### src/rtl/mrs_pkg.sv
// ----------------------------------------------------------------------------
// mrs_pkg
// Shared constants, types and the CRC-16 step for the Modbus RTU register slave.
// ----------------------------------------------------------------------------
package mrs_pkg;

   localparam int REG_COUNT      = 8;
   localparam int REG_IDX_W      = (REG_COUNT > 1) ? $clog2(REG_COUNT) : 1;
   localparam int MAX_READ_WORDS = 8;
   localparam int HEAD_LEN       = 6;
   localparam int HEAD_IDX_W     = 3;
   localparam int MIN_FRAME      = 8;
   // reply body is at most address, function, count and MAX_READ_WORDS words
   localparam int IDX_W          = 5;
   localparam int FIFO_DEPTH     = 2;
   localparam int FIFO_PTR_W     = 1;
   localparam int FIFO_CNT_W     = 2;

   localparam logic [7:0]  FUNC_READ    = 8'h03;
   localparam logic [7:0]  FUNC_WRITE   = 8'h06;
   localparam logic [7:0]  ADDR_RESET   = 8'h01;
   localparam logic [15:0] CRC_INIT     = 16'hFFFF;
   localparam logic [15:0] CRC_POLY     = 16'hA001;
   localparam logic        OP_BYTE      = 1'b0;
   localparam logic        OP_EOF       = 1'b1;

   typedef struct packed {
      logic                 is_write;
      logic [7:0]           slave;
      logic [REG_IDX_W-1:0] addr;
      logic [15:0]          val;
   } cmd_type;

   typedef struct packed {
      logic full;
      logic empty;
   } fifo_status_type;

   typedef enum logic [1:0] {
      BK_IDLE,
      BK_BODY,
      BK_CRC_LO,
      BK_CRC_HI
   } back_state_type;

   // one byte folded into a Modbus CRC-16, LSB first
   function automatic logic [15:0] crc_fold(input logic [15:0] crc, input logic [7:0] b);
      logic [15:0] c;
      c = crc ^ {8'h00, b};
      for (int k = 0; k < 8; k++) begin
         if (c[0]) begin
            c = (c >> 1) ^ CRC_POLY;
         end else begin
            c = c >> 1;
         end
      end
      return c;
   endfunction

endpackage

### src/rtl/mrs_if.sv
// ----------------------------------------------------------------------------
// mrs_if
// Valid/ready channel interfaces for received items and reply bytes.
// ----------------------------------------------------------------------------
interface mrs_req_if;
   logic       valid;
   logic       ready;
   logic       op;
   logic [7:0] rx_byte;

   modport source (output valid, output op, output rx_byte, input ready);
   modport sink   (input valid, input op, input rx_byte, output ready);
endinterface

interface mrs_rsp_if;
   logic       valid;
   logic       ready;
   logic [7:0] tx_byte;
   logic       last_byte;

   modport source (output valid, output tx_byte, output last_byte, input ready);
   modport sink   (input valid, input tx_byte, input last_byte, output ready);
endinterface

### src/rtl/mrs_front.sv
// ----------------------------------------------------------------------------
// mrs_front
// Frame capture: head bytes, byte count and running CRC; judges the frame at
// end of frame and queues a read or write command.
// ----------------------------------------------------------------------------
module mrs_front (
   input  logic                     clock,
   input  logic                     reset,
   mrs_req_if.sink                  req,
   input  logic                     csr_wr_en,
   input  logic [7:0]               csr_wr_data,
   input  mrs_pkg::fifo_status_type fifo_st,
   output logic                     push,
   output mrs_pkg::cmd_type         cmd
);

   logic [7:0]  head_ff [mrs_pkg::HEAD_LEN];
   logic [7:0]  cnt_ff, cnt_in;
   logic [15:0] crc_ff, crc_in;
   logic [7:0]  slave_ff, slave_in;

   logic        take;
   logic        frame_ok;
   logic [15:0] addr16, val16;
   logic        read_ok, write_ok;
   logic [16:0] span;

   assign req.ready = !fifo_st.full;
   assign take      = req.valid && req.ready;

   assign addr16 = {head_ff[2], head_ff[3]};
   assign val16  = {head_ff[4], head_ff[5]};
   assign span   = {1'b0, addr16} + {1'b0, val16};

   assign frame_ok = (cnt_ff >= 8'(mrs_pkg::MIN_FRAME)) && (crc_ff == 16'h0000)
                     && (head_ff[0] == slave_ff);
   assign read_ok  = (head_ff[1] == mrs_pkg::FUNC_READ) && (val16 != 16'h0000)
                     && (val16 <= 16'(mrs_pkg::MAX_READ_WORDS))
                     && (addr16 < 16'(mrs_pkg::REG_COUNT))
                     && (span <= 17'(mrs_pkg::REG_COUNT));
   assign write_ok = (head_ff[1] == mrs_pkg::FUNC_WRITE)
                     && (addr16 < 16'(mrs_pkg::REG_COUNT));

   assign push = take && (req.op == mrs_pkg::OP_EOF) && frame_ok && (read_ok || write_ok);

   always_comb begin
      cmd.is_write = write_ok;
      cmd.slave    = slave_ff;
      cmd.addr     = addr16[mrs_pkg::REG_IDX_W-1:0];
      cmd.val      = val16;
   end

   always_comb begin
      cnt_in   = cnt_ff;
      crc_in   = crc_ff;
      slave_in = csr_wr_en ? csr_wr_data : slave_ff;
      if (take) begin
         if (req.op == mrs_pkg::OP_BYTE) begin
            crc_in = mrs_pkg::crc_fold(crc_ff, req.rx_byte);
            if (cnt_ff != 8'hFF) begin
               cnt_in = cnt_ff + 8'd1;
            end
         end else begin
            crc_in = mrs_pkg::CRC_INIT;
            cnt_in = 8'd0;
         end
      end
   end

   always_ff @(posedge clock) begin
      if (reset) begin
         cnt_ff   <= 8'd0;
         crc_ff   <= mrs_pkg::CRC_INIT;
         slave_ff <= mrs_pkg::ADDR_RESET;
      end else begin
         cnt_ff   <= cnt_in;
         crc_ff   <= crc_in;
         slave_ff <= slave_in;
      end
   end

   // head bytes: payload only, no reset
   always_ff @(posedge clock) begin
      if (take && (req.op == mrs_pkg::OP_BYTE) && (cnt_ff < 8'(mrs_pkg::HEAD_LEN))) begin
         head_ff[cnt_ff[mrs_pkg::HEAD_IDX_W-1:0]] <= req.rx_byte;
      end
   end

endmodule

### src/rtl/mrs_fifo.sv
// ----------------------------------------------------------------------------
// mrs_fifo
// Two-entry command queue between frame capture and reply generation.
// ----------------------------------------------------------------------------
module mrs_fifo (
   input  logic                     clock,
   input  logic                     reset,
   input  logic                     push,
   input  mrs_pkg::cmd_type         push_cmd,
   input  logic                     pop,
   output mrs_pkg::cmd_type         pop_cmd,
   output mrs_pkg::fifo_status_type status
);

   mrs_pkg::cmd_type                entry_ff [mrs_pkg::FIFO_DEPTH];
   logic [mrs_pkg::FIFO_PTR_W-1:0]  wr_ptr_ff, wr_ptr_in;
   logic [mrs_pkg::FIFO_PTR_W-1:0]  rd_ptr_ff, rd_ptr_in;
   logic [mrs_pkg::FIFO_CNT_W-1:0]  count_ff, count_in;

   assign status.full  = (count_ff == mrs_pkg::FIFO_CNT_W'(mrs_pkg::FIFO_DEPTH));
   assign status.empty = (count_ff == '0);
   assign pop_cmd      = entry_ff[rd_ptr_ff];

   always_comb begin
      wr_ptr_in = push ? wr_ptr_ff + 1'b1 : wr_ptr_ff;
      rd_ptr_in = pop  ? rd_ptr_ff + 1'b1 : rd_ptr_ff;
      count_in  = count_ff;
      if (push && !pop) begin
         count_in = count_ff + 1'b1;
      end else if (pop && !push) begin
         count_in = count_ff - 1'b1;
      end
   end

   always_ff @(posedge clock) begin
      if (reset) begin
         wr_ptr_ff <= '0;
         rd_ptr_ff <= '0;
         count_ff  <= '0;
      end else begin
         wr_ptr_ff <= wr_ptr_in;
         rd_ptr_ff <= rd_ptr_in;
         count_ff  <= count_in;
      end
   end

   always_ff @(posedge clock) begin
      if (push) begin
         entry_ff[wr_ptr_ff] <= push_cmd;
      end
   end

endmodule

### src/rtl/mrs_back.sv
// ----------------------------------------------------------------------------
// mrs_back
// Reply generator: holds the register file, carries out queued commands and
// streams the reply bytes with their CRC through an output register.
// ----------------------------------------------------------------------------
module mrs_back (
   input  logic                     clock,
   input  logic                     reset,
   input  mrs_pkg::fifo_status_type fifo_st,
   input  mrs_pkg::cmd_type         head_cmd,
   output logic                     pop,
   mrs_rsp_if.source                rsp
);

   mrs_pkg::back_state_type state_ff, state_in;

   logic [15:0]               regs_ff [mrs_pkg::REG_COUNT];
   mrs_pkg::cmd_type          cmd_ff, cmd_in;
   logic [mrs_pkg::IDX_W-1:0] idx_ff, idx_in;
   logic [15:0]               crc_ff, crc_in;
   logic                      valid_ff, valid_in;
   logic [7:0]                tx_ff, tx_in;
   logic                      last_ff, last_in;

   logic                       out_free;
   logic                       emit;
   logic [7:0]                 body_byte;
   logic [mrs_pkg::IDX_W-1:0]  body_last;
   logic [mrs_pkg::IDX_W-1:0]  word_off;
   logic [mrs_pkg::REG_IDX_W-1:0] rd_addr;
   logic [15:0]                rd_word;
   logic [15:0]                addr_ext;

   assign out_free  = !valid_ff || rsp.ready;
   assign rsp.valid     = valid_ff;
   assign rsp.tx_byte   = tx_ff;
   assign rsp.last_byte = last_ff;

   // read reply body: address, function, byte count, then words high byte first
   assign word_off  = idx_ff - mrs_pkg::IDX_W'(3);
   assign rd_addr   = cmd_ff.addr + mrs_pkg::REG_IDX_W'(word_off[mrs_pkg::IDX_W-1:1]);
   assign rd_word   = regs_ff[rd_addr];
   assign addr_ext  = 16'(cmd_ff.addr);
   assign body_last = cmd_ff.is_write ? mrs_pkg::IDX_W'(5)
                                      : mrs_pkg::IDX_W'(2) + {cmd_ff.val[3:0], 1'b0};

   always_comb begin
      if (idx_ff == mrs_pkg::IDX_W'(0)) begin
         body_byte = cmd_ff.slave;
      end else if (idx_ff == mrs_pkg::IDX_W'(1)) begin
         body_byte = cmd_ff.is_write ? mrs_pkg::FUNC_WRITE : mrs_pkg::FUNC_READ;
      end else if (cmd_ff.is_write) begin
         unique case (idx_ff)
            mrs_pkg::IDX_W'(2): body_byte = addr_ext[15:8];
            mrs_pkg::IDX_W'(3): body_byte = addr_ext[7:0];
            mrs_pkg::IDX_W'(4): body_byte = cmd_ff.val[15:8];
            default:            body_byte = cmd_ff.val[7:0];
         endcase
      end else if (idx_ff == mrs_pkg::IDX_W'(2)) begin
         body_byte = {cmd_ff.val[6:0], 1'b0};
      end else begin
         body_byte = word_off[0] ? rd_word[7:0] : rd_word[15:8];
      end
   end

   // next state
   always_comb begin
      state_in = state_ff;
      unique case (state_ff)
         mrs_pkg::BK_IDLE: begin
            if (!fifo_st.empty) state_in = mrs_pkg::BK_BODY;
         end
         mrs_pkg::BK_BODY: begin
            if (out_free && (idx_ff == body_last)) state_in = mrs_pkg::BK_CRC_LO;
         end
         mrs_pkg::BK_CRC_LO: begin
            if (out_free) state_in = mrs_pkg::BK_CRC_HI;
         end
         mrs_pkg::BK_CRC_HI: begin
            if (out_free) state_in = mrs_pkg::BK_IDLE;
         end
         default: state_in = mrs_pkg::BK_IDLE;
      endcase
   end

   // outputs and datapath
   always_comb begin
      pop      = 1'b0;
      emit     = 1'b0;
      cmd_in   = cmd_ff;
      idx_in   = idx_ff;
      crc_in   = crc_ff;
      tx_in    = tx_ff;
      last_in  = last_ff;
      unique case (state_ff)
         mrs_pkg::BK_IDLE: begin
            pop = !fifo_st.empty;
            if (pop) begin
               cmd_in = head_cmd;
               idx_in = '0;
               crc_in = mrs_pkg::CRC_INIT;
            end
         end
         mrs_pkg::BK_BODY: begin
            emit = out_free;
            if (emit) begin
               tx_in   = body_byte;
               last_in = 1'b0;
               crc_in  = mrs_pkg::crc_fold(crc_ff, body_byte);
               idx_in  = idx_ff + 1'b1;
            end
         end
         mrs_pkg::BK_CRC_LO: begin
            emit = out_free;
            if (emit) begin
               tx_in   = crc_ff[7:0];
               last_in = 1'b0;
            end
         end
         mrs_pkg::BK_CRC_HI: begin
            emit = out_free;
            if (emit) begin
               tx_in   = crc_ff[15:8];
               last_in = 1'b1;
            end
         end
         default: ;
      endcase
      valid_in = emit || (valid_ff && !rsp.ready);
   end

   always_ff @(posedge clock) begin
      if (reset) begin
         state_ff <= mrs_pkg::BK_IDLE;
         valid_ff <= 1'b0;
         for (int i = 0; i < mrs_pkg::REG_COUNT; i++) begin
            regs_ff[i] <= 16'(i + 1);
         end
      end else begin
         state_ff <= state_in;
         valid_ff <= valid_in;
         // write commands update the file before their echo goes out
         if (pop && head_cmd.is_write) begin
            regs_ff[head_cmd.addr] <= head_cmd.val;
         end
      end
   end

   always_ff @(posedge clock) begin
      cmd_ff  <= cmd_in;
      idx_ff  <= idx_in;
      crc_ff  <= crc_in;
      tx_ff   <= tx_in;
      last_ff <= last_in;
   end

endmodule

### src/rtl/modbus_rtu_register_slave_top.sv
// ----------------------------------------------------------------------------
// modbus_rtu_register_slave_top
// Modbus RTU slave for a small holding-register file (functions 3 and 6).
// ----------------------------------------------------------------------------
//  channel   dir  handshake       payload
//  req_ch    in   valid/ready     op, rx_byte
//  rsp_ch    out  valid/ready     tx_byte, last_byte
//  csr_*     in   csr_wr_en       csr_wr_data (own slave address)
//
//  Capture takes one received byte or end-of-frame marker per cycle unless the
//  queue is full; frames are judged in the cycle the marker is taken. The
//  register file stage streams replies at one byte per cycle while rsp_ch is
//  ready, once the command is fetched; a read of n words gives 5 + 2n bytes, a
//  write 8. A two-entry command queue sits between the stages; req_ch stalls
//  only when it is full. Reset is synchronous; register i resets to i + 1.
// ----------------------------------------------------------------------------
module modbus_rtu_register_slave_top (
   input  logic       clock,
   input  logic       reset,
   mrs_req_if.sink    req_ch,
   mrs_rsp_if.source  rsp_ch,
   input  logic       csr_wr_en,
   input  logic [7:0] csr_wr_data
);

   logic                     fifo_push;
   logic                     fifo_pop;
   mrs_pkg::cmd_type         push_cmd;
   mrs_pkg::cmd_type         pop_cmd;
   mrs_pkg::fifo_status_type fifo_st;

   mrs_front u_front (
      .clock       (clock),
      .reset       (reset),
      .req         (req_ch),
      .csr_wr_en   (csr_wr_en),
      .csr_wr_data (csr_wr_data),
      .fifo_st     (fifo_st),
      .push        (fifo_push),
      .cmd         (push_cmd)
   );

   mrs_fifo u_fifo (
      .clock    (clock),
      .reset    (reset),
      .push     (fifo_push),
      .push_cmd (push_cmd),
      .pop      (fifo_pop),
      .pop_cmd  (pop_cmd),
      .status   (fifo_st)
   );

   mrs_back u_back (
      .clock    (clock),
      .reset    (reset),
      .fifo_st  (fifo_st),
      .head_cmd (pop_cmd),
      .pop      (fifo_pop),
      .rsp      (rsp_ch)
   );

   a_no_push_full: assert property (@(posedge clock) disable iff (reset)
      fifo_push |-> !fifo_st.full)
      else $error("command pushed into a full queue");

   a_no_pop_empty: assert property (@(posedge clock) disable iff (reset)
      fifo_pop |-> !fifo_st.empty)
      else $error("command popped from an empty queue");

   a_rsp_idle_after_reset: assert property (@(posedge clock)
      reset |=> !rsp_ch.valid)
      else $error("reply valid straight after reset");

endmodule
### src/flat_wrapper.sv
// flat-port wrapper written by rule: the top's interface ports become plain ports
module modbus_rtu_register_slave_top_flat 
  (clock, reset, csr_wr_en, csr_wr_data, req_ch_valid, req_ch_op, req_ch_rx_byte, req_ch_ready, rsp_ch_valid, rsp_ch_tx_byte, rsp_ch_last_byte, rsp_ch_ready);
  mrs_req_if req_ch_i ();
  mrs_rsp_if rsp_ch_i ();
  input  logic clock;
  input  logic reset;
  input  logic csr_wr_en;
  input  logic [7:0] csr_wr_data;
  input wire logic [$bits(req_ch_i.valid)-1:0] req_ch_valid;
  input wire logic [$bits(req_ch_i.op)-1:0] req_ch_op;
  input wire logic [$bits(req_ch_i.rx_byte)-1:0] req_ch_rx_byte;
  output wire logic [$bits(req_ch_i.ready)-1:0] req_ch_ready;
  output wire logic [$bits(rsp_ch_i.valid)-1:0] rsp_ch_valid;
  output wire logic [$bits(rsp_ch_i.tx_byte)-1:0] rsp_ch_tx_byte;
  output wire logic [$bits(rsp_ch_i.last_byte)-1:0] rsp_ch_last_byte;
  input wire logic [$bits(rsp_ch_i.ready)-1:0] rsp_ch_ready;
  assign req_ch_i.valid = req_ch_valid;
  assign req_ch_i.op = req_ch_op;
  assign req_ch_i.rx_byte = req_ch_rx_byte;
  assign req_ch_ready = req_ch_i.ready;
  assign rsp_ch_valid = rsp_ch_i.valid;
  assign rsp_ch_tx_byte = rsp_ch_i.tx_byte;
  assign rsp_ch_last_byte = rsp_ch_i.last_byte;
  assign rsp_ch_i.ready = rsp_ch_ready;
  modbus_rtu_register_slave_top u_core (.clock(clock), .reset(reset), .req_ch(req_ch_i), .rsp_ch(rsp_ch_i), .csr_wr_en(csr_wr_en), .csr_wr_data(csr_wr_data));
endmodule
### config.mk
export PLATFORM = sky130hd
export DESIGN_NAME = modbus_rtu_register_slave_top_flat
export DESIGN_NICKNAME = d
export VERILOG_FILES = /design/src/rtl/mrs_pkg.sv /design/src/rtl/mrs_if.sv /design/src/rtl/mrs_front.sv /design/src/rtl/mrs_fifo.sv /design/src/rtl/mrs_back.sv /design/src/rtl/modbus_rtu_register_slave_top.sv /design/src/flat_wrapper.sv
export SDC_FILE = /design/constraint.sdc
export NUM_CORES = 1
export LEC_CHECK = 0
export BUFFER_PORTS_ARGS = -buffer_cell sky130_fd_sc_hd__clkbuf_2
export CORE_AREA = 2 2 153 184
export DETAILED_ROUTE_END_ITERATION = 6
export DIE_AREA = 0 0 155 186
export GPL_TIMING_DRIVEN = 0
export PLACE_DENSITY_LB_ADDON = 0.05
export SETUP_SLACK_MARGIN = 0.02
export SLEW_MARGIN = 20
export SYNTH_ARGS = -nofsm -noshare
export SYNTH_HDL_FRONTEND = slang
export SYNTH_SLANG_ARGS = --single-unit
### constraint.sdc
create_clock -name clock -period 5.2 [get_ports clock]
set_clock_uncertainty 0.2 [all_clocks]
set_input_delay 0.26 -clock clock [delete_from_list [all_inputs] [get_ports clock]]
set_output_delay 0.26 -clock clock [all_outputs]
set_load 0.05 [all_outputs]
-- Yosys cells after proc, flatten, opt, wreduce, memory -nomap -nowiden
Memories as Yosys holds them, arrays and structs flattened. A register that Yosys moved wholly into a read port is not among the register bits.
Cells that the tools add are included.
- bits in registers: 97
- bits in latches: 0
- RAM bits: 232
- memory bits (read-only): 0
- output and inout port bits: 11
- logic and storage cells: 210
- memories kept: 3
- $add $sub $neg: 10
- multipliers: 0
- div/mod/pow operators: 0
- magnitude comparators: 5
- equality and inequality tests: 19
- shift operators: 0
- multiplexer cells: 91
- bitwise gates (word level): 20
- reductions and logical operators: 46
- memories (memory ; depth ; bits a word ; read ports ; clocked after memory_dff ; write ports ; line ; RTL):
    u_core.u_back.regs_ff ; 8 ; 16 ; 1 ; 0 ; 8 ; mrs_back.sv:17 ; logic [15:0] regs_ff [mrs_pkg::REG_COUNT];
    u_core.u_fifo.entry_ff ; 2 ; 28 ; 1 ; 1 ; 1 ; mrs_fifo.sv:15 ; mrs_pkg::cmd_type entry_ff [mrs_pkg::FIFO_DEPTH];
    u_core.u_front.head_ff ; 6 ; 8 ; 6 ; 0 ; 1 ; mrs_front.sv:17 ; logic [7:0] head_ff [mrs_pkg::HEAD_LEN];
- operator list (cell ; count):
    16-bit 2-to-1 mux ; 48
    8-bit 2-to-1 mux ; 10
    2-bit inverter with 3-bit output ; 16
    8-bit case mux with 3 select lines ; 2
    16-bit case mux with 2 select lines ; 1
    16-bit by 8-bit XOR with 16-bit output ; 2
    1-bit logical AND ; 18
    16-bit by 16-bit adder with 17-bit output ; 1
    17-bit by 4-bit <= comparator with 1-bit output (second input constant) ; 1
    16-bit by 4-bit <= comparator with 1-bit output (second input constant) ; 1
    16-bit logical NOT ; 1
    16-bit by 4-bit less-than comparator with 1-bit output (second input constant) ; 1
    1-bit 2-to-1 mux ; 16
    16-bit nonzero test ; 1
    16-bit OR reduction ; 1
    5-bit 2-to-1 mux ; 3
    2-bit 2-to-1 mux ; 6
    5-bit by 2-bit equality test with 1-bit output (second input constant) ; 2
    2-bit inequality test (second input constant) ; 5
    5-bit case mux with 2 select lines ; 1
    8-bit by 1-bit adder with 8-bit output (second input constant) ; 1
    8-bit by 2-bit equality test with 1-bit output (second input constant) ; 1
    8-bit by 3-bit equality test with 1-bit output (second input constant) ; 1
    8-bit equality test ; 1
    31 further kinds ; 50

-- Depth between registers and ports, before layout
An unclocked memory read counts as a cell.
- depth after elaboration: 41
- gate-level depth with buffers: 19

-- Hierarchy
From an unflattened synthesis, not the netlist that was laid out.
- cells, all modules: 1199
- area, all modules: 15713.8 um^2
- by module, submodules not included (module ; instances ; cells an instance ; area each (um^2) ; seq. area each (um^2)):
    mrs_back ; 1 ; 698 ; 9312.7 ; 5645.4
    mrs_front ; 1 ; 392 ; 4169.0 ; 2082.0
    mrs_fifo ; 1 ; 109 ; 2232.1 ; 1781.7

-- Least setup slack after synthesis
Ideal clock, no wire load.
- path kind: flip-flop to flip-flop
- from: memory u_core.u_front.head_ff[5][0]
- to: memory u_core.u_fifo.entry_ff[1][0] in the netlist's numbering, enable pin
- setup time: 0.456 ns
- arrival time: 4.688 ns
- slack: -0.144 ns
- cell stages (with the launch flop): 14
- buffers on the path: 0
- period minus slack after synthesis: 5.344 ns
- path through: edfxtp_1 ha_1 fa_1 a21o_1 a21oi_1 o21bai_1 a21oi_1 o21bai_1 a21o_1 a21oi_1 o21ai_0 a21oi_1 o2111ai_1 a21boi_0
- RTL lines (element ; line):
    start: declaration ; mrs_front.sv:17
    end: declaration ; mrs_fifo.sv:15

-- Worst setup path in the final report
- from: register u_core.u_back.idx_ff[0] in the netlist's numbering
- to: register u_core.u_back.crc_ff[0], data pin
- cells in the longest elaborated chain, start to end: 34
- RTL lines (element ; line ; RTL):
    start: declaration ; mrs_back.sv:19 ; logic [mrs_pkg::IDX_W-1:0] idx_ff, idx_in;
    start signal: assignment ; mrs_back.sv:151 ; idx_ff <= idx_in;
    4-bit by 2-bit subtractor with 4-bit output ; mrs_back.sv:40 ; assign word_off = idx_ff - mrs_pkg::IDX_W'(3);
    3-bit adder ; mrs_back.sv:41 ; assign rd_addr = cmd_ff.addr + mrs_pkg::REG_IDX_W'(word_off[mrs_pkg::IDX_W-1:1]);
    memory read 8 x 16 bit ; -- ;
    8-bit 2-to-1 mux ; mrs_back.sv:62 ; body_byte = word_off[0] ? rd_word[7:0] : rd_word[15:8];
    8-bit 2-to-1 mux ; mrs_back.sv:59 ; end else if (idx_ff == mrs_pkg::IDX_W'(2)) begin
    8-bit 2-to-1 mux ; mrs_back.sv:52 ; end else if (cmd_ff.is_write) begin
    8-bit 2-to-1 mux ; mrs_back.sv:50 ; end else if (idx_ff == mrs_pkg::IDX_W'(1)) begin
    8-bit 2-to-1 mux * ; mrs_back.sv:48 ; if (idx_ff == mrs_pkg::IDX_W'(0)) begin
    [... 18 more ...] ; -- ;
    16-bit 2-to-1 mux * ; mrs_back.sv:95 ; unique case (state_ff)
    2-bit inverter with 3-bit output (no line) or 16-bit 2-to-1 mux (tied branches) ; -- ;
    16-bit 2-to-1 mux * ; mrs_pkg.sv:51 ; if (c[0]) begin
    16-bit 2-to-1 mux * ; mrs_back.sv:106 ; if (emit) begin
    16-bit 2-to-1 mux * ; mrs_back.sv:95 ;
    16-bit 2-to-1 mux * ; mrs_pkg.sv:51 ;
    16-bit 2-to-1 mux * ; mrs_back.sv:106 ;
    16-bit case mux with 2 select lines * ; mrs_back.sv:95 ;
    end signal: assignment ; mrs_back.sv:152 ; crc_ff <= crc_in;
    end: declaration ; mrs_back.sv:20 ; logic [15:0] crc_ff, crc_in;
Every way passes the cells marked *; elsewhere a longest branch is shown, timed or not. The select of a mux whose other input is x is not followed.
A chain may end at the register's enable or synchronous reset.

==> impl_summary.log <==
[metrics] setup slack after placement: -1.32 ns
[metrics] most used flip-flop cell after synthesis: sky130_fd_sc_hd__edfxtp_1
[metrics] path type of the worst min-delay path: input pin to flop
[metrics] fin crit share: slightly below 100%
[metrics] outcome: finished, final reports clean
[metrics] Routed WL: about 37000 um
[metrics] count of routing violations after the opening detailed-route iteration: between 600 and 700
[metrics] total placed cells including tap cells: 1588
[metrics] Core Rows: 66
[metrics] Clock Path Buffers: 3
[metrics] sequential fraction of design power: 27.3%
[metrics] post-route non-filler standard cell count: 1693
[metrics] final weighted congestion in routability-driven placement: 0.875
[metrics] number of diodes: 0
[metrics] Final Total Pwr: 12.8 mW
[metrics] largest cells by area after synthesis: sky130_fd_sc_hd__edfxtp_1 (57%), sky130_fd_sc_hd__dfxtp_1 (5.3%), sky130_fd_sc_hd__nor2_1 (4.6%)
[metrics] Slew Limit Headroom: a little over a fifth
[metrics] maximum capacitance violations: 0
[metrics] number of CTS-inserted buffers: 35
[metrics] startpoint kind of the worst setup timing path: flop
[metrics] clock tree from TritonCTS: yes
[metrics] number of vias per cell after detailed routing: approximately 5.9
[metrics] top cell type by total area after synthesis: sky130_fd_sc_hd__edfxtp_1
[metrics] final worst slack: 0.178 ns
[metrics] Mean Syn Cell Area: around 12 um2
[metrics] share of flip-flops with an asynchronous set or reset after synthesis: 0%
[metrics] share of final-layout standard cells stronger than drive strength 1: between 10 and 15%
[metrics] maximum clock rate: 199 MHz
[metrics] Worst R2R Start: u_core.u_back.idx_ff[0]$_SDFFCE_PP0P_
[metrics] total power divided by cell area: approximately 730 mW/mm2
[metrics] total setup violations reported at the end of the flow: 0
[metrics] clock tree sinks: 330
[metrics] Post-synth EDFFs: between 200 and 300
[metrics] Detailed Place HPWL: about 26000 um
[metrics] P&R area growth vs syn: 15.9%
[metrics] min-delay src: req_ch_valid
[metrics] router iterations before antenna repair: 5
[metrics] gate family responsible for the most delay along the worst path: XOR/XNOR gates
[metrics] via count of the first global-routing pass: ~9900
[metrics] combined global-route utilization of all metal layers: between 20% and 30%
[metrics] cell count after synthesis: roughly 1200
[metrics] Top-Level Pins: 33
[metrics] CP Max Fanout: 10
[metrics] depth of the most critical reg-to-reg path: 16
[metrics] pin count of the biggest net entering global routing: 29
[metrics] number of port buffers: 29
[metrics] number of remaining DRC errors: 0
[metrics] Clk pwr share: a little under a fifth
[metrics] area of the core: between 0.02 and 0.03 mm2
[metrics] CP Class: flop to flop
[metrics] cell area after placement: approximately 0.016 mm2
[metrics] switching pwr: 4.85 mW
[metrics] pins over their slew limit: 0
[metrics] Leakage: around 6.4 nW
[metrics] CTS root buf: sky130_fd_sc_hd__clkbuf_16
[metrics] internal power: around 7.9 mW
[metrics] VDD IR-drop max: about 0.79 mV
[metrics] clk slew on worst S/H paths: 0.07 ns
[metrics] cell area after layout: between 0.015 and 0.02 mm2
[metrics] flop and latch count out of synthesis: 330
[metrics] final core area utilization: between 60% and 70%
[metrics] final-report hold violation count: 0
[metrics] terminus of the critical flop-to-flop path: u_core.u_back.crc_ff[0]$_SDFFCE_PP1P_
[metrics] relative contribution of combinational cells to total power: a little over half
[metrics] H-tree depth: 2
[metrics] sum of negative setup slack: 0 ns
[metrics] transition time of the tightest slew-check pin: 1.17 ns
[metrics] worst hold slack after final layout: roughly 0.035 ns
[metrics] post-synthesis net count: 1270
[metrics] cell with the most instances after synthesis: sky130_fd_sc_hd__edfxtp_1
[metrics] Avg WL per Cell: between 20 and 25 um
[metrics] R2R setup slack: about 0.18 ns
[metrics] buffering stage count on the worst path with inverters included: 2
[metrics] initial antenna violation count: 0
[metrics] net total in the final layout: between 1000 and 1500
[metrics] Synth Warn #: 0
[metrics] post-synth top area share: 57.3%
[metrics] share of the yosys chip area belonging to registers: between 60 and 70%
[metrics] Die Area: 0.0288 mm2
[metrics] horizontal die dimension: around 160 um
[metrics] final antenna-violating net count: 0
[metrics] number of distinct library cell variants in the gate-level netlist after synthesis: 72
[metrics] floorplan die height: about 190 um
[metrics] initial cell density of the core: approximately 56%
[metrics] wire length of the first global-routing pass: 56100 um
[metrics] instance count along the most critical hold path: 4
[metrics] Crit path arrival time: between 5 and 6 ns
[metrics] top cell types by occurrence after synthesis: sky130_fd_sc_hd__edfxtp_1 (290), sky130_fd_sc_hd__nor2_1 (187), sky130_fd_sc_hd__nand2_1 (103)
[metrics] via count: 9997
[metrics] clock latency at the later pin of the worst-skew pair: 0.51 ns
[metrics] CP required: roughly 5.3 ns
[metrics] switching power as a share of total power: 38.0%
[metrics] worst min-delay path endpoint: u_core.u_front.crc_ff[2]$_SDFFE_PP1P_
[metrics] overflow left after global routing: 0
[metrics] cell-by-cell trace of the critical path: buf_4 > ha_1 > xnor2_1 > fa_2 > buf_8 > mux4_2 > mux2i_1 > mux2i_2 > a2111oi_2 > a221o_2 > xor2_4 > xor2_2 > xnor3_1 > xnor3_2 > xor2_1 > nand2_1
[metrics] biggest cell delay along the critical path: 0.52 ns
[metrics] area of the mapped netlist: around 0.015 mm2
[metrics] crit path max-delay cell type: sky130_fd_sc_hd__fa_2
[metrics] time the final worst path needs with I/O delays and setup: roughly 5.0 ns
[metrics] crit end category: flop
==> logic make-up (layout without fill, tap and decap cells) <==
| kind of cell | count (synthesis) | in the layout | share of synthesized area (%) |
|---|---|---|---|
| DFF | 330 | 330 | 62.6 |
| adders and majority gates | 32 | 32 | 2.73 |
| and+or+nand+nor | 464 | 464 | 14.1 |
| buffers and inverters | 89 | 226 | 2.44 |
| muxes | 81 | 81 | 6.64 |
| xor gates and xnor gates | 74 | 74 | 4.82 |
| AOI/OAI and AO/OA | 146 | 146 | 6.73 |
==> layout make-up <==
cell class / instances / area (um2)
multi-input combinational: 797 / 5550
timing repair buffer: 74 / 582
fill: 2092 / 9390
buffer: 46 / 254
clock inverter: 20 / 126
inverter: 43 / 166
clock buffer: 43 / 998
sequential: 330 / 9510
tap: 340 / 425
==> power by group through the flow <==
stage	combinational [mW]	clock (mW)	sequential [mW]
4_1_cts	6.34	2.46	3.48
5_1_grt	7.37	2.57	3.51
3_5_place_dp	5.68	0	3.54
6_report	6.85	2.44	3.48
3_3_place_gp	5.59	0	3.54
2_1_floorplan	4.12	0	3.63
==> worst register-to-register path: cells and delay by family (launching register included) <==
kind	cells	cell delay, ns
flops	1	0.41
mux	3	0.64
buf+inv	2	0.33
fa+ha+maj	2	0.79
xor+xnor	6	1.69
compound gates	2	0.62
simple gates	1	0.07
==> worst max-delay path by stage <==
stage | to | cells past startpoint | slack, ns | start
4_1_cts | u_core.u_back.crc_ff[0]$_SDFFCE_PP1P_ | 17 | 0.07 | u_core.u_back.idx_ff[0]$_SDFFCE_PP0P_
3_3_place_gp | u_core.u_back.crc_ff[0]$_SDFFCE_PP1P_ | 16 | -1.30 | u_core.u_back.idx_ff[0]$_SDFFCE_PP0P_
5_1_grt | u_core.u_back.crc_ff[0]$_SDFFCE_PP1P_ | 18 | -0.03 | u_core.u_back.idx_ff[0]$_SDFFCE_PP0P_
3_5_place_dp | u_core.u_back.crc_ff[0]$_SDFFCE_PP1P_ | 16 | -1.32 | u_core.u_back.idx_ff[0]$_SDFFCE_PP0P_
2_1_floorplan | u_core.u_back.crc_ff[0]$_SDFFCE_PP1P_ | 17 | 0.04 | u_core.u_back.idx_ff[0]$_SDFFCE_PP0P_
6_report | u_core.u_back.crc_ff[0]$_SDFFCE_PP1P_ | 16 | 0.18 | u_core.u_back.idx_ff[0]$_SDFFCE_PP0P_
==> layout by cell type, fill, tap and decap left out, types with 6 or more instances in the layout <==
cell type / count
sky130_fd_sc_hd__a21oi_1: 31
sky130_fd_sc_hd__a221oi_1: 6
sky130_fd_sc_hd__a22oi_1: 10
sky130_fd_sc_hd__a31oi_1: 6
sky130_fd_sc_hd__and2_1: 11
sky130_fd_sc_hd__buf_4: 24
sky130_fd_sc_hd__clkbuf_1: 31
sky130_fd_sc_hd__clkbuf_16: 37
sky130_fd_sc_hd__clkbuf_2: 30
sky130_fd_sc_hd__clkinv_1: 9
sky130_fd_sc_hd__clkinv_2: 7
sky130_fd_sc_hd__dfxtp_1: 40
sky130_fd_sc_hd__dlygate4sd3_1: 17
sky130_fd_sc_hd__edfxtp_1: 290
sky130_fd_sc_hd__ha_1: 29
sky130_fd_sc_hd__inv_1: 42
sky130_fd_sc_hd__mux2_2: 9
sky130_fd_sc_hd__mux2i_1: 50
sky130_fd_sc_hd__mux2i_2: 7
sky130_fd_sc_hd__mux4_2: 15
sky130_fd_sc_hd__nand2_1: 103
sky130_fd_sc_hd__nand2b_1: 35
sky130_fd_sc_hd__nand3_1: 29
sky130_fd_sc_hd__nand4_1: 11
sky130_fd_sc_hd__nor2_1: 187
sky130_fd_sc_hd__nor2b_1: 11
sky130_fd_sc_hd__nor3_1: 24
sky130_fd_sc_hd__nor4_1: 19
sky130_fd_sc_hd__o21ai_0: 18
sky130_fd_sc_hd__o21bai_1: 9
sky130_fd_sc_hd__o22ai_1: 9
sky130_fd_sc_hd__or2_2: 7
sky130_fd_sc_hd__xnor2_1: 37
sky130_fd_sc_hd__xor2_1: 28
==> metal layers <==
layer | GRT usage, % | up-vias | wire length (um)
met1 | 31.4 | 4917 | 14700
li1 | - | 4702 | -
met5 | 0 | - | 0
met2 | 46.5 | 297 | 19100
met3 | 3.75 | 81 | 1820
met4 | 11.2 | 0 | 1500
==> sequential cells by signal (all words and copies together), names as in the netlist, 5 cells and up, named ones only <==
name	flops
u_core.u_back.rsp.tx_byte	8
u_core.u_back.regs_ff	128
u_core.u_front.slave_ff	8
u_core.u_back.cmd_ff	25
u_core.u_front.head_ff	48
u_core.u_front.cnt_ff	8
u_core.u_front.crc_ff	16
u_core.u_back.idx_ff	5
u_core.u_fifo.entry_ff	56
u_core.u_back.crc_ff	16
==> timing repair <==
item                                   4_1_cts  5_1_grt
buffers inserted                            13       12
setup endpoints to repair                   15        2
pin swaps                                    7       10
resized for setup                           25       18
endpoints found under the hold margin       57        0
hold buffers                                17        0
Note: power is estimated with default switching activity, not from simulation.
